## src/rtl/core/lslf_div.sv

```systemverilog
// Restoring divider, one quotient bit per cycle: |num| * 2^SH / |den|,
// truncated and saturated to 31 bits. Stand-alone; no package use.
`timescale 1ns / 1ps

module lslf_div #(
  parameter int NUMW = 80,
  parameter int DENW = 61,
  parameter int SH   = 8
) (
  input  logic                   clk_i,
  input  logic                   rst_ni,
  input  logic                   start_i,
  input  logic signed [NUMW-1:0] num_i,
  input  logic signed [DENW-1:0] den_i,
  output logic                   done_o,
  output logic [30:0]            q_o
);

  localparam int DVW = NUMW + SH;
  localparam int CNW = $clog2(DVW);

  logic            busy_q;
  logic            done_q;
  logic            ovf_q;
  logic [CNW-1:0]  cnt_q;
  logic [DVW-1:0]  dvd_q;
  logic [DENW-1:0] d_q;
  logic [DENW-1:0] rem_q;
  logic [31:0]     q_q;

  logic [NUMW-1:0] n_mag;
  logic [DENW-1:0] d_mag;
  logic [DENW:0]   r_sh;
  logic            ge;

  assign n_mag = num_i[NUMW-1] ? NUMW'(-num_i) : NUMW'(num_i);
  assign d_mag = den_i[DENW-1] ? DENW'(-den_i) : DENW'(den_i);
  assign r_sh  = {rem_q, dvd_q[DVW-1]};
  assign ge    = r_sh >= {1'b0, d_q};

  assign done_o = done_q;
  assign q_o    = (ovf_q || q_q[31]) ? 31'h7FFF_FFFF : q_q[30:0];

  always_ff @(posedge clk_i or negedge rst_ni) begin
    if (!rst_ni) begin
      busy_q <= 1'b0;
      done_q <= 1'b0;
      ovf_q  <= 1'b0;
      cnt_q  <= '0;
      dvd_q  <= '0;
      d_q    <= '0;
      rem_q  <= '0;
      q_q    <= '0;
    end else begin
      done_q <= 1'b0;
      if (start_i) begin
        busy_q <= 1'b1;
        ovf_q  <= 1'b0;
        cnt_q  <= '0;
        dvd_q  <= {n_mag, SH'(0)};
        d_q    <= d_mag;
        rem_q  <= '0;
        q_q    <= '0;
      end else if (busy_q) begin
        rem_q <= ge ? DENW'(r_sh - {1'b0, d_q}) : DENW'(r_sh);
        dvd_q <= dvd_q << 1;
        q_q   <= {q_q[30:0], ge};
        ovf_q <= ovf_q | q_q[31];
        cnt_q <= cnt_q + 1'b1;
        if (cnt_q == CNW'(DVW - 1)) begin
          busy_q <= 1'b0;
          done_q <= 1'b1;
        end
      end
    end
  end

endmodule

```

## config.mk

```make
export PLATFORM = sky130hd
export DESIGN_NAME = lslf_div
export DESIGN_NICKNAME = d
export VERILOG_FILES = /design/src/rtl/core/lslf_div.sv
export SDC_FILE = /design/constraint.sdc
export NUM_CORES = 1
export LEC_CHECK = 0
export CORE_MARGIN = 8
export CORE_UTILIZATION = 50
export CTS_CLUSTER_SIZE = 40
export DETAILED_ROUTE_END_ITERATION = 8
export DONT_BUFFER_PORTS = 1
export GPL_ROUTABILITY_DRIVEN = 0
export GPL_TIMING_DRIVEN = 0
export HOLD_SLACK_MARGIN = 0.06
export MAX_ROUTING_LAYER = met4
export PLACE_DENSITY = 0.75
export SLEW_MARGIN = 10
export SYNTH_ARGS = -nofsm -noshare
export SYNTH_HDL_FRONTEND = slang
export SYNTH_SLANG_ARGS = --single-unit
```

## constraint.sdc

```tcl
create_clock -name clk_i -period 5.35 [get_ports clk_i]
set_input_delay 1.07 -clock clk_i [delete_from_list [all_inputs] [get_ports clk_i]]
set_output_delay 1.07 -clock clk_i [all_outputs]
set_load 0.02 [all_outputs]
```

==> impl_results.md <==
* Status: finished, final reports clean
* Leakage at 8.829 nW
* Sequential power share at 32.6%
* Slew margin rel. at 34.98%
* Post-route ant nets at 0
* 1st-iter DRT viols at 1223
* Vias in the first global route at 15812
* Synth Area per Inst at 8.342 µm²
* Critical path startpoint category: input pin
* Vias at 15641
* CP Data Arrival Time at 5080 ps
* Crit-path max cell delay at 680 ps
* Top_reg_cell synth: dfrtp_1
* Antenna diode count at 0
* Yosys reg bits at 244
* Largest net degree at the start of global routing at 245
* CTS Buf Count at 27
* Initial DRT Pass Iterations at 5
* Post-placement setup slack at 194.0 ps
* Reg2reg start: dvd_q[87]
* Area of the die at 41120 µm²
* Post-cts gate resize count at 0
* Synth async-reset ratio at 100.0%
* Yosys warns at 0
* Clk sinks at 244
* Die width at 202.8 µm
* Final Hold Fails at 0
* HPWL Detailed at 38240 µm
* Final hold slack at 223.7 ps
* CP max stage cell: or4b_2
* Starting Density at 50.62%
* H-tree lvl count at 1
* Final setup TNS at 0 ps
* Post-synthesis sequential area ratio at 35.00%
* Top Ports at 176
* Mapped Area at 17440 µm²
* DRC errors left at 0
* Post-synth EDFFs at 0
* Most common cell after layout, fill and taps aside: dfrtp_1
* Worst-margin pin slew at 975.2 ps
* Worst Path Required at 5740 ps
* Fmax at 213.1 MHz
* CTS tree: built
* Crit share post-route at 87.72%
* Total Wirelength at 50580 µm
* Sw frac at 38.35%
* Crit Path Category: in2reg
* Post-synth top area share at 35.00%
* Core Region at 34460 µm²
* Setup ws final at 657.1 ps
* Worst path cell trace: nor4_1 -> nand4b_1 -> or4b_2 -> clkbuf_1 -> or3_1 -> nand2b_1 -> or3_1 -> nor2_1 -> nand3_1 -> o21ai_0 -> xor2_1 -> a21oi_1
* I/O Buffers at 0
* Psw at 2.812 mW
* Synthesized net count at 2300
* FF-to-FF End: rem_q[50]
* Cts hold-fix bufs at 0
* Overall Power at 7.331 mW
* Worst setup path start: num_i[4]
* Max rail drop VDD at 0.3150 mV
* Synth area leader: dfrtp_1
* Clock network fraction of total power at 27.2%
* Antenna violations before repair at 0
* Int Power at 4.519 mW
* Leading cell types in the layout, fill and taps excluded: dfrtp_1 (244), nor2_1 (221), nand2_1 (205), a21oi_1 (182), o21ai_0 (177)
* Setup violators final at 0
* Fillers at 3141
* Area Overhead vs Synth at 8.651%
* Slew Viols, Final at 0
* Grt ovf at 0
* Unrepaired setup endpoints after global routing: false
* FF-to-FF setup slack at 750 ps
* Total Routing Usage GR at 24.61%
* Clock Tree Buf Depth at 3
* Fraction of layout cells with a size suffix above 1 at 3.553%
* Gate Count Post-Synth at 2091
* Nets at 2329
* Clock latency on the worst-skew pair at 560 ps
* CP endpoint kind: register
* DR WL/cell at 19.50 µm
* Number of post-CTS setup repair buffers at 0
* CP Max Fanout at 9
* DR vias/cell at 6.030
* Clock Skews at 27.15 ps
* Worst-path clk slew at 60 ps
* Pwr dens at 386.8 nW/µm²
* Max Cap Violations at 0
* Clock Tree Root: clkbuf_16
* Die height at 202.8 µm
* R2R cell count at 17
* Largest cells by area after synthesis: dfrtp_1 (35%), mux2i_1 (7.8%), xnor2_1 (5.3%), a21oi_1 (5.2%), o21ai_0 (5.1%)
* Combinational share of power at 40.2%
* First-pass GRT wire length at 81780 µm
* Distinct cells, synth at 68
* Hold Crit Class: in2async
* Crit-path most repeated cell: or3_1
* Post-route minimum period at 4693 ps
* Row Count at 68
==> per-layer routing <==
layer	global-route usage, %	up-vias	part of all wire (%)
li1	-	7468	-
met1	31.38	7530	43
met2	38.65	542	46
met3	5.467	101	8.1
met4	7.848	0	2.9
met5	-	-	0
==> logic make-up (layout without fill, tap and decap cells) <==
| kind of cell | Yosys count | in the layout | synth area share, % |
|---|---|---|---|
| and+or+nand+nor | 650 | 650 | 17.60 |
| DFF | 244 | 244 | 35.00 |
| buffers and inverters | 222 | 270 | 4.799 |
| AOI/OAI and AO/OA | 577 | 577 | 20.13 |
| xor gates and xnor gates | 193 | 193 | 9.691 |
| adders and majority gates | 65 | 65 | 4.706 |
| muxes | 140 | 140 | 8.063 |
==> power groups by stage <==
| stage | clock network [mW] | registers [mW] | logic (mW) |
|---|---|---|---|
| 6_report | 1.99 | 2.39 | 2.95 |
| 5_1_grt | 2.10 | 2.42 | 3.26 |
| 4_1_cts | 2.03 | 2.39 | 2.90 |
| 3_5_place_dp | 0 | 2.41 | 2.88 |
| 3_3_place_gp | 0 | 2.40 | 2.80 |
| 2_1_floorplan | 0 | 2.35 | 2.25 |
==> how the worst max path moves through the flow <==
stage / endpoint / slack, ps / cells after the start
finish: dvd_q[83] / 660 / 12
global route: rem_q[38] / 410 / 16
CTS: dvd_q[85] / 750 / 12
detailed placement: dvd_q[85] / 190 / 12
global placement: dvd_q[85] / 290 / 12
floorplan: d_q[49] / 780 / 10
==> flip-flops by register name, summed over array words and instances, names as in the netlist <==
signal / count
rem_q: 61
dvd_q: 80
ovf_q: 1
busy_q: 1
done_o: 1
cnt_q: 7
d_q: 61
q_q: 32
==> cell type report <==
class | instances | area (µm²) | share of cell area, %
Buffer | 124 | 469.2 | 2.476
Clock buffer | 33 | 728.2 | 3.842
Clock inverter | 15 | 210.2 | 1.109
Inverter | 98 | 367.9 | 1.941
Multi-Input combinational cell | 1625 | 10500 | 55.41
Sequential cell | 244 | 6106 | 32.22
Tap cell | 455 | 569.3 | 3.004
==> worst max-delay path, delay by kind of cell <==
kind / cells / cell delay, ps
xor+xnor: 1 / 240
compound gates: 2 / 410
simple gates: 8 / 3140
buf+inv: 1 / 210
==> per-stage QoR <==
stage	area [µm²]	std cells	utilization, %
6_report	18950	2594	55.00
5_1_grt	18950	2594	55.00
4_1_cts	18950	2594	55.00
3_5_place_dp	18010	2546	52.27
3_3_place_gp	18010	2546	52.27
2_1_floorplan	17440	2091	-
==> cell usage after synthesis (all sizes together) (28+ instances only) <==
library cell  number
nor2             221
xnor2            105
or3               50
o21ai            181
inv               97
clkbuf           104
nand4             28
ha                64
o31ai             40
xor2              88
mux2i            136
a21oi            182
dfrtp            244
a211oi            63
nand2            205
No activity file was read; power rests on OpenSTA's default activity.
