`src/rtl/core/lslf_mul.sv`:
```
// Signed shift-add multiplier, one multiplier bit per cycle.
// Stand-alone; no package use.
`timescale 1ns / 1ps

module lslf_mul #(
  parameter int MAW = 52,
  parameter int MBW = 27
) (
  input  logic                         clk_i,
  input  logic                         rst_ni,
  input  logic                         start_i,
  input  logic signed [MAW-1:0]        a_i,
  input  logic signed [MBW-1:0]        b_i,
  output logic                         done_o,
  output logic signed [MAW+MBW-1:0]    p_o
);

  localparam int PW = MAW + MBW;
  localparam int CNW = $clog2(MBW);

  logic           busy_q;
  logic           fin_q;
  logic           done_q;
  logic           neg_q;
  logic [CNW-1:0] cnt_q;
  logic [PW-1:0]  a_sh_q;
  logic [MBW-1:0] b_sh_q;
  logic [PW-1:0]  acc_q;
  logic [PW-1:0]  p_q;

  logic [MAW-1:0] a_mag;
  logic [MBW-1:0] b_mag;

  assign a_mag  = a_i[MAW-1] ? MAW'(-a_i) : MAW'(a_i);
  assign b_mag  = b_i[MBW-1] ? MBW'(-b_i) : MBW'(b_i);
  assign done_o = done_q;
  assign p_o    = signed'(p_q);

  always_ff @(posedge clk_i or negedge rst_ni) begin
    if (!rst_ni) begin
      busy_q <= 1'b0;
      fin_q  <= 1'b0;
      done_q <= 1'b0;
      neg_q  <= 1'b0;
      cnt_q  <= '0;
      a_sh_q <= '0;
      b_sh_q <= '0;
      acc_q  <= '0;
      p_q    <= '0;
    end else begin
      done_q <= 1'b0;
      fin_q  <= 1'b0;
      if (start_i) begin
        busy_q <= 1'b1;
        cnt_q  <= '0;
        a_sh_q <= PW'(a_mag);
        b_sh_q <= b_mag;
        acc_q  <= '0;
        neg_q  <= a_i[MAW-1] ^ b_i[MBW-1];
      end else if (busy_q) begin
        if (b_sh_q[0]) begin
          acc_q <= acc_q + a_sh_q;
        end
        a_sh_q <= a_sh_q << 1;
        b_sh_q <= b_sh_q >> 1;
        cnt_q  <= cnt_q + 1'b1;
        if (cnt_q == CNW'(MBW - 1)) begin
          busy_q <= 1'b0;
          fin_q  <= 1'b1;
        end
      end
      if (fin_q) begin
        p_q    <= neg_q ? -acc_q : acc_q;
        done_q <= 1'b1;
      end
    end
  end

endmodule

```
`config.mk`:
```
export PLATFORM = sky130hd
export DESIGN_NAME = lslf_mul
export DESIGN_NICKNAME = d
export VERILOG_FILES = /design/src/rtl/core/lslf_mul.sv
export SDC_FILE = /design/constraint.sdc
export NUM_CORES = 1
export LEC_CHECK = 0
export ABC_AREA = 1
export BUFFER_PORTS_ARGS = -buffer_cell sky130_fd_sc_hd__buf_2
export CAP_MARGIN = 20
export CORE_ASPECT_RATIO = 1.4
export CORE_MARGIN = 2
export CORE_UTILIZATION = 30
export DETAILED_ROUTE_END_ITERATION = 8
export GPL_TIMING_DRIVEN = 0
export PLACE_DENSITY = 0.43
export SETUP_SLACK_MARGIN = 0.02
export SYNTH_ARGS = -nofsm -noshare
export SYNTH_HDL_FRONTEND = slang
export SYNTH_SLANG_ARGS = --single-unit
```
`constraint.sdc`:
```
create_clock -name clk_i -period 5.1 [get_ports clk_i]
set_clock_uncertainty 0.2 [all_clocks]
set_input_delay 0.51 -clock clk_i [delete_from_list [all_inputs] [get_ports clk_i]]
set_output_delay 0.51 -clock clk_i [all_outputs]
set_load 0.01 [all_outputs]
```
==> flow_metrics.tcl, run 1 <==
set metrics [dict create \
    status "finished, final reports clean" \
    synth_seq_cells 273 \
    hold_viol 0 \
    portBuffers 159 \
    post_cts_resized 0 \
    yosysUniqueCellTypes 54 \
    die_w_um 238.3 \
    final.setup.tns_ns 0 \
    drive_above_1_share 0.09355 \
    start_util 0.3022 \
    grt_pass1_wl_um 158000 \
    clk_pin_slew_ns 0.06 \
    wirelength_um 107700 \
    max_freq_mhz 307.7 \
    wl_per_cell_um 21.64 \
    tightest_slew_ns 1.017 \
    async_reset_ff_frac 1.000 \
    crit_fanout 4 \
    grt_max_degree 113 \
    cts_buffer_depth 3 \
    timing.slew.headroom 0.3221 \
    place_area_um2 25150 \
    r2r-start "a_sh_q[0]" \
    n_fill_cell 8777 \
    dieArea_um2 79100 \
    layout_commonest_cell "nand2_1" \
    syn_avg_cell_area_um2 6.116 \
    slew_viol_final 0 \
    numCtsBuffers 36 \
    viasPerCell 4.883 \
    area_growth_pct 14.19 \
    period_minus_slack_ns 3.250 \
    dp.cells 4907 \
    grt_pass1_vias 24134 \
    layout_common_cells "1,279 x nand2_1, 542 x inv_1, 433 x nor2_1" \
    setup.worst_path.end_class "flop" \
    dieHeight_um 332.0 \
    track_usage 0.2712 \
    cts_sinks 273 \
    dp_hpwl_um 91240 \
    cp-start-kind "flop" \
    htreeDepth 2 \
    diodes 0 \
    dr.pass1.iters 7 \
    p_leak_nw 13.67 \
    ioPinCount 162 \
    root_buffer "clkbuf_16" \
    cp.required_ns 5.35 \
    synth_edf_count 0 \
    hold_class "in -> reg" \
    gp_congestion 0.9821 \
    cap_violations 0 \
    antenna_found_initial 0 \
    overflow 0 \
    rsz0062_at_grt "false" \
    antenna_left 0 \
    clock_latency_ns 0.60 \
    yosysWarnings 0 \
    ys.flop_type "dfrtp_1" \
    peakVddDrop_mv 0.2259 \
    worstHoldStart "b_i[0]" \
    finalSetupViolCount 0 \
    num_rows 120 \
    postCtsSetupBuffers 0 \
    regToRegSetupSlack_ns 1.85 \
    timing.final.crit_share 0.6372 \
    core-area_um2 76270 \
    fin_nets 4137 \
    power.density_nw_per_um2 366.3 \
    dr_total_vias 24288 \
    drtIter0Drc 1557 \
    syn_nets 3935 \
    worstSetupPathType "reg -> reg" \
    crit_path_start "a_sh_q[0]" \
    finalInstanceArea_um2 26320 \
    final_cells 4974 \
    power.total_mw 9.642 \
    worstPathArrival_ns 3.50 \
    fin_hold_ws_ns 0.06555 \
    syn_area_um2 23050 \
    synth_seq_area_share 0.2964 \
    cts_tree "built" \
    drc 0 \
    synth_cells 3769 \
]
==> path summary, 6_finish.rpt <==
path                             end  cells after the start
max                        acc_q[32]                     12
min reg2reg                 cnt_q[4]                      1
max in group asynchronous    p_o[52]                      3
min                        b_sh_q[0]                      3
max reg2reg                acc_q[32]                     12
min in group asynchronous  a_sh_q[4]                      2
==> state kept, by name, summed over array words and instances, names as in the netlist <==
| signal | count |
|---|---|
| a_sh_q | 79 |
| acc_q | 79 |
| b_sh_q | 27 |
| busy_q | 1 |
| cnt_q | 5 |
| done_o | 1 |
| fin_q | 1 |
| neg_q | 1 |
| p_o | 79 |
==> cells in the mapped netlist, drive strengths merged, types with 2 or more instances <==
library cell | number | area (µm²)
nand2 | 1297 | 4928
nor3 | 24 | 130.1
a31o | 3 | 26.28
a21boi | 6 | 45.04
nor4 | 11 | 75.07
clkinv | 4 | 15.01
and3 | 2 | 12.51
a21oi | 148 | 744.5
a31oi | 34 | 212.7
buf | 33 | 158.9
dfrtp | 273 | 6832
xnor2 | 7 | 61.31
o31ai | 5 | 42.54
nor2 | 485 | 2007
o21ai | 251 | 1294
nand3b | 11 | 82.58
o21bai | 13 | 97.59
clkbuf | 59 | 221.5
a22oi | 2 | 15.01
inv | 573 | 2151
o211ai | 18 | 140.1
o221ai | 4 | 35.03
o22ai | 55 | 344.1
nand4 | 49 | 306.5
xor2 | 87 | 762.0
and2 | 5 | 31.28
or2 | 6 | 40.04
ha | 83 | 1039
nand3 | 217 | 1156
==> through the flow <==
step                      utilization  worst slack (ns)
final                          0.3451             1.850
after CTS                      0.3451             1.932
after detailed placement       0.3297             1.953
after global placement         0.3286            -2.370
after floorplan                     -             2.880
after global routing           0.3451             1.741
==> cells by family after synthesis <==
group / synth area share
compound gates: 0.1307
xor+xnor: 0.03572
fa+ha+maj: 0.04592
buf+inv: 0.1105
flops: 0.2964
simple gates: 0.3808
==> what timing repair did <==
action	CTS	global route
hold buffers	2	0
hold endpoints to repair	81	0
endpoints found under the setup margin	0	0
==> power breakdown <==
| part | switching (mW) | leakage (nW) | internal [mW] |
|---|---|---|---|
| Clock | 1.13 | 0.552 | 1.43 |
| Sequential | 0.416 | 3.46 | 2.40 |
| Combinational | 3.09 | 9.65 | 1.18 |
| Total | 4.64 | 13.7 | 5.01 |
==> critical path, stage by stage, from the launching register on <==
cell and delay, ns:
dfrtp_1 0.45, ha_1 0.28, fa_1 0.46, nand2_1 0.10, nand2_1 0.09, nand3_1 0.12, nand2_1 0.14, nand2_1 0.11
nand3_2 0.19, nand2_1 0.11, nand2_1 0.26, o21ai_0 0.47, o21ai_0 0.15
==> per-layer routing <==
layer  part of all wire  vias up  global-route usage
met1               0.41    11184              0.3161
met2               0.50      545              0.4827
met3              0.027      200             0.02435
met5                  0        -                   0
li1                   -    12359                   -
met4              0.067        0              0.1561
==> final cells by class <==
type                            instances  area [µm²]  area share
Buffer                                 92       380.4     0.01445
Sequential cell                       273        6832      0.2596
Clock buffer                           47       982.2     0.03732
Multi-Input combinational cell       2827       13670      0.5195
Inverter                              577        2166     0.08229
Clock inverter                         18       168.9    0.006418
Timing Repair Buffer                  164       895.9     0.03404
Tap cell                              976        1221     0.04640
(Power assumes the default switching activity.)
==> run 2: changes to the inputs <==
--- a/config.mk
+++ b/config.mk
@@ -5,7 +5,7 @@
 export SDC_FILE = /design/constraint.sdc
 export NUM_CORES = 1
 export LEC_CHECK = 0
-export ABC_AREA = 1
+export ABC_AREA = 0
 export BUFFER_PORTS_ARGS = -buffer_cell sky130_fd_sc_hd__buf_2
 export CAP_MARGIN = 20
 export CORE_ASPECT_RATIO = 1.4
@@ -13,7 +13,7 @@
 export CORE_UTILIZATION = 30
 export DETAILED_ROUTE_END_ITERATION = 8
 export GPL_TIMING_DRIVEN = 0
-export PLACE_DENSITY = 0.43
+export PLACE_DENSITY = 0.45
 export SETUP_SLACK_MARGIN = 0.02
 export SYNTH_ARGS = -nofsm -noshare
 export SYNTH_HDL_FRONTEND = slang
==> constraint.sdc (replaced) <==
create_clock -name clk_i -period 2.7 [get_ports clk_i]
set_clock_uncertainty 0.2 [all_clocks]
set_input_delay 0.27 -clock clk_i [delete_from_list [all_inputs] [get_ports clk_i]]
set_output_delay 0.27 -clock clk_i [all_outputs]
set_load 0.01 [all_outputs]
==> run 2 against run 1 <==
Compared with the run above:
- the flow now finishes with violations (setup timing)
- non-clock buffer count rose by 297
- worst setup slack got worse by 2.9 ns
- core utilization rose by 9.4 points
- cell count fell by 30%
- critical path type unchanged
==> flow_metrics.tcl, run 2 <==
set metrics [dict create \
    area_growth_pct 45.42 \
    dr.pass1.iters 7 \
    syn_nets 2335 \
    worstPathArrival_ns 3.97 \
    drtIter0Drc 920 \
    htreeDepth 2 \
    power.internal_mw 10.37 \
    numCtsBuffers 35 \
    cts_buffer_depth 3 \
    dp_hpwl_um 56800 \
    final.setup.tns_ns -79.44 \
    peakVddDrop_mv 0.4121 \
    ys.flop_type "dfrtp_1" \
    max_freq_mhz 267.8 \
    antenna_left 0 \
    tightest_slew_ns 1.140 \
    yosysUniqueCellTypes 66 \
    worstHoldStart "a_i[11]" \
    wirelength_um 75790 \
    cts_tree "built" \
    rsz0062_at_grt "true" \
    hold_class "in -> reg" \
    diodes 0 \
    period_minus_slack_ns 3.734 \
    synth_cells 2169 \
    layout_common_cells "242 x dfrtp_1, 240 x nand2_1, 176 x a21oi_1" \
    violations "setup timing" \
    synth.largest_area_cell "dfrtp_1" \
    grt_pass1_vias 18906 \
    post-synth-top-count-cell "dfrtp_1" \
    layout_setup_ws_ns -1.034 \
    portBuffers 159 \
    timing.final.crit_share 1.383 \
    track_usage 0.2312 \
    setup.worst_path.end_class "flop" \
    synth_seq_cells 273 \
    clk_pin_slew_ns 0.06 \
    dieHeight_um 299.4 \
    netlist_top_cells_count "273 x dfrtp_1, 263 x nand2_1, 222 x a21oi_1" \
    layout_commonest_cell "dfrtp_1" \
    yosysWarnings 0 \
    place_area_um2 21410 \
    p_leak_nw 12.62 \
    cap_violations 0 \
    grt_pass1_wl_um 114400 \
    power.density_nw_per_um2 608.7 \
    num_rows 108 \
    slew_viol_final 0 \
    root_buffer "clkbuf_16" \
    switching_share 0.3738 \
    yosys-top-cells-area "dfrtp_1 37%, a21oi_1 5.9%, xor2_1 5.8%" \
    wl_per_cell_um 21.81 \
    viasPerCell 5.245 \
    r2r_cells 10 \
    antenna_found_initial 0 \
    cp-start-kind "flop" \
    clock_power_share 0.296 \
    power.total_mw 16.56 \
    dr_total_vias 18222 \
    netlist.area_leader.share 0.3652 \
    async_reset_ff_frac 1.000 \
    core-area_um2 61890 \
    min_delay_path_depth 4 \
    p_sw_mw 6.189 \
    cp.required_ns 2.93 \
    timing.slew.headroom 0.2403 \
    synth_seq_area_share 0.3652 \
    finalInstanceArea_um2 27200 \
    drive_above_1_share 0.3129 \
    combPwrFrac 0.402 \
    overflow 0 \
    crit_path_start "acc_q[24]" \
    die_w_um 215.0 \
    status "finished with violations" \
    clock_latency_ns 0.57 \
    worstSetupPathType "reg -> reg" \
    drc 0 \
    fin_nets 2795 \
    gp_congestion 0.9058 \
    fin_hold_ws_ns 0.004552 \
    cts_sinks 273 \
    synth_edf_count 0 \
    start_util 0.3022 \
    p_seq_frac 0.301 \
    crit_fanout 5 \
    ioPinCount 162 \
    syn_avg_cell_area_um2 8.623 \
    r2r-start "acc_q[24]" \
    grt_max_degree 109 \
    hold_viol 0 \
    dieArea_um2 64390 \
    finalSetupViolCount 147 \
    syn_area_um2 18700 \
]
-- run 2: changes by cell type after synthesis, sizes merged, moves of 74 or more --
cell,previous run,this run
nand2,1297,263
inv,573,26
nor2,485,168
nand3,217,20
mux2i,0,95
xnor2,7,93
a21oi,148,222
-- run 2: area by class of cell --
cell class                 count  area (µm²)
inverter                      26       115.1
fill                        6128       34690
tap                          825        1032
sequential                   273        6870
buffer                       107       459.2
clock buffer                  45       984.7
clock inverter                12       186.4
multi-input combinational   1740       13970
timing repair buffer         446        3585
-- run 2: critical path, stage by stage, from the launching register on --
cell     delay, ns
dfrtp_1       0.53
or4_4         0.59
nor2_4        0.22
nand3_2       0.17
or3_4         0.47
nor2_4        0.16
nand3_4       0.13
or3_4         0.43
o31ai_4       0.28
xor2_2        0.29
a21oi_1       0.11
-- run 2: per-stage QoR --
stage / std cells / setup WS, ns / utilization
global route: 3474 / -1.045 / 0.4395
floorplan: 2169 / -0.8218 / -
finish: 3474 / -1.034 / 0.4395
global placement: 3153 / -4.773 / 0.3435
CTS: 3421 / -1.190 / 0.4184
detailed placement: 3160 / -1.519 / 0.3459
-- run 2: worst paths after layout --
check / end / slack [ns]
setup / recovery: p_o[78] / -1.03
hold / removal: a_sh_q[12] / 0.005
setup reg to reg: p_o[78] / -1.03
hold reg to reg: done_o / 0.20
max in group asynchronous: acc_q[7] / 1.15
min in group asynchronous: a_sh_q[36] / 0.10
-- run 2: layer usage --
| metal | up-vias | global-route usage | share of wire | routed length [µm] |
|---|---|---|---|---|
| met5 | - | 0 | 0 | 0 |
| met4 | 0 | 0.09672 | 0.041 | 3144 |
| met3 | 135 | 0.02588 | 0.037 | 2804 |
| met2 | 400 | 0.4456 | 0.54 | 40960 |
| met1 | 8978 | 0.2551 | 0.38 | 28870 |
| li1 | 8709 | - | - | - |
-- run 2: power groups by stage --
stage	Sequential [mW]	Combinational, mW	Clock [mW]
floorplan	4.81	3.24	0
global placement	5.01	4.57	0
detailed placement	5.02	4.61	0
CTS	4.95	6.01	5.03
global route	5.04	7.17	5.18
finish	4.99	6.66	4.91
-- run 2: timing repair --
action                                  CTS  global route
pin swaps                               159           153
endpoints found under the setup margin  227           183
hold endpoints to repair                158             0
hold buffers                             91             0
buffers inserted                        128            77
gates resized for setup                 326           216
cloned                                    0             0
-- run 2: logic make-up (layout without fill, tap and decap cells) --
family	Yosys count	after routing	synth area share
adders and majority gates	84	84	0.05659
buffers and inverters	156	636	0.03131
and+or+nand+nor	669	669	0.1706
xor gates and xnor gates	216	216	0.1011
muxes	105	105	0.05686
DFF	273	273	0.3652
AOI/OAI and AO/OA	666	666	0.2182
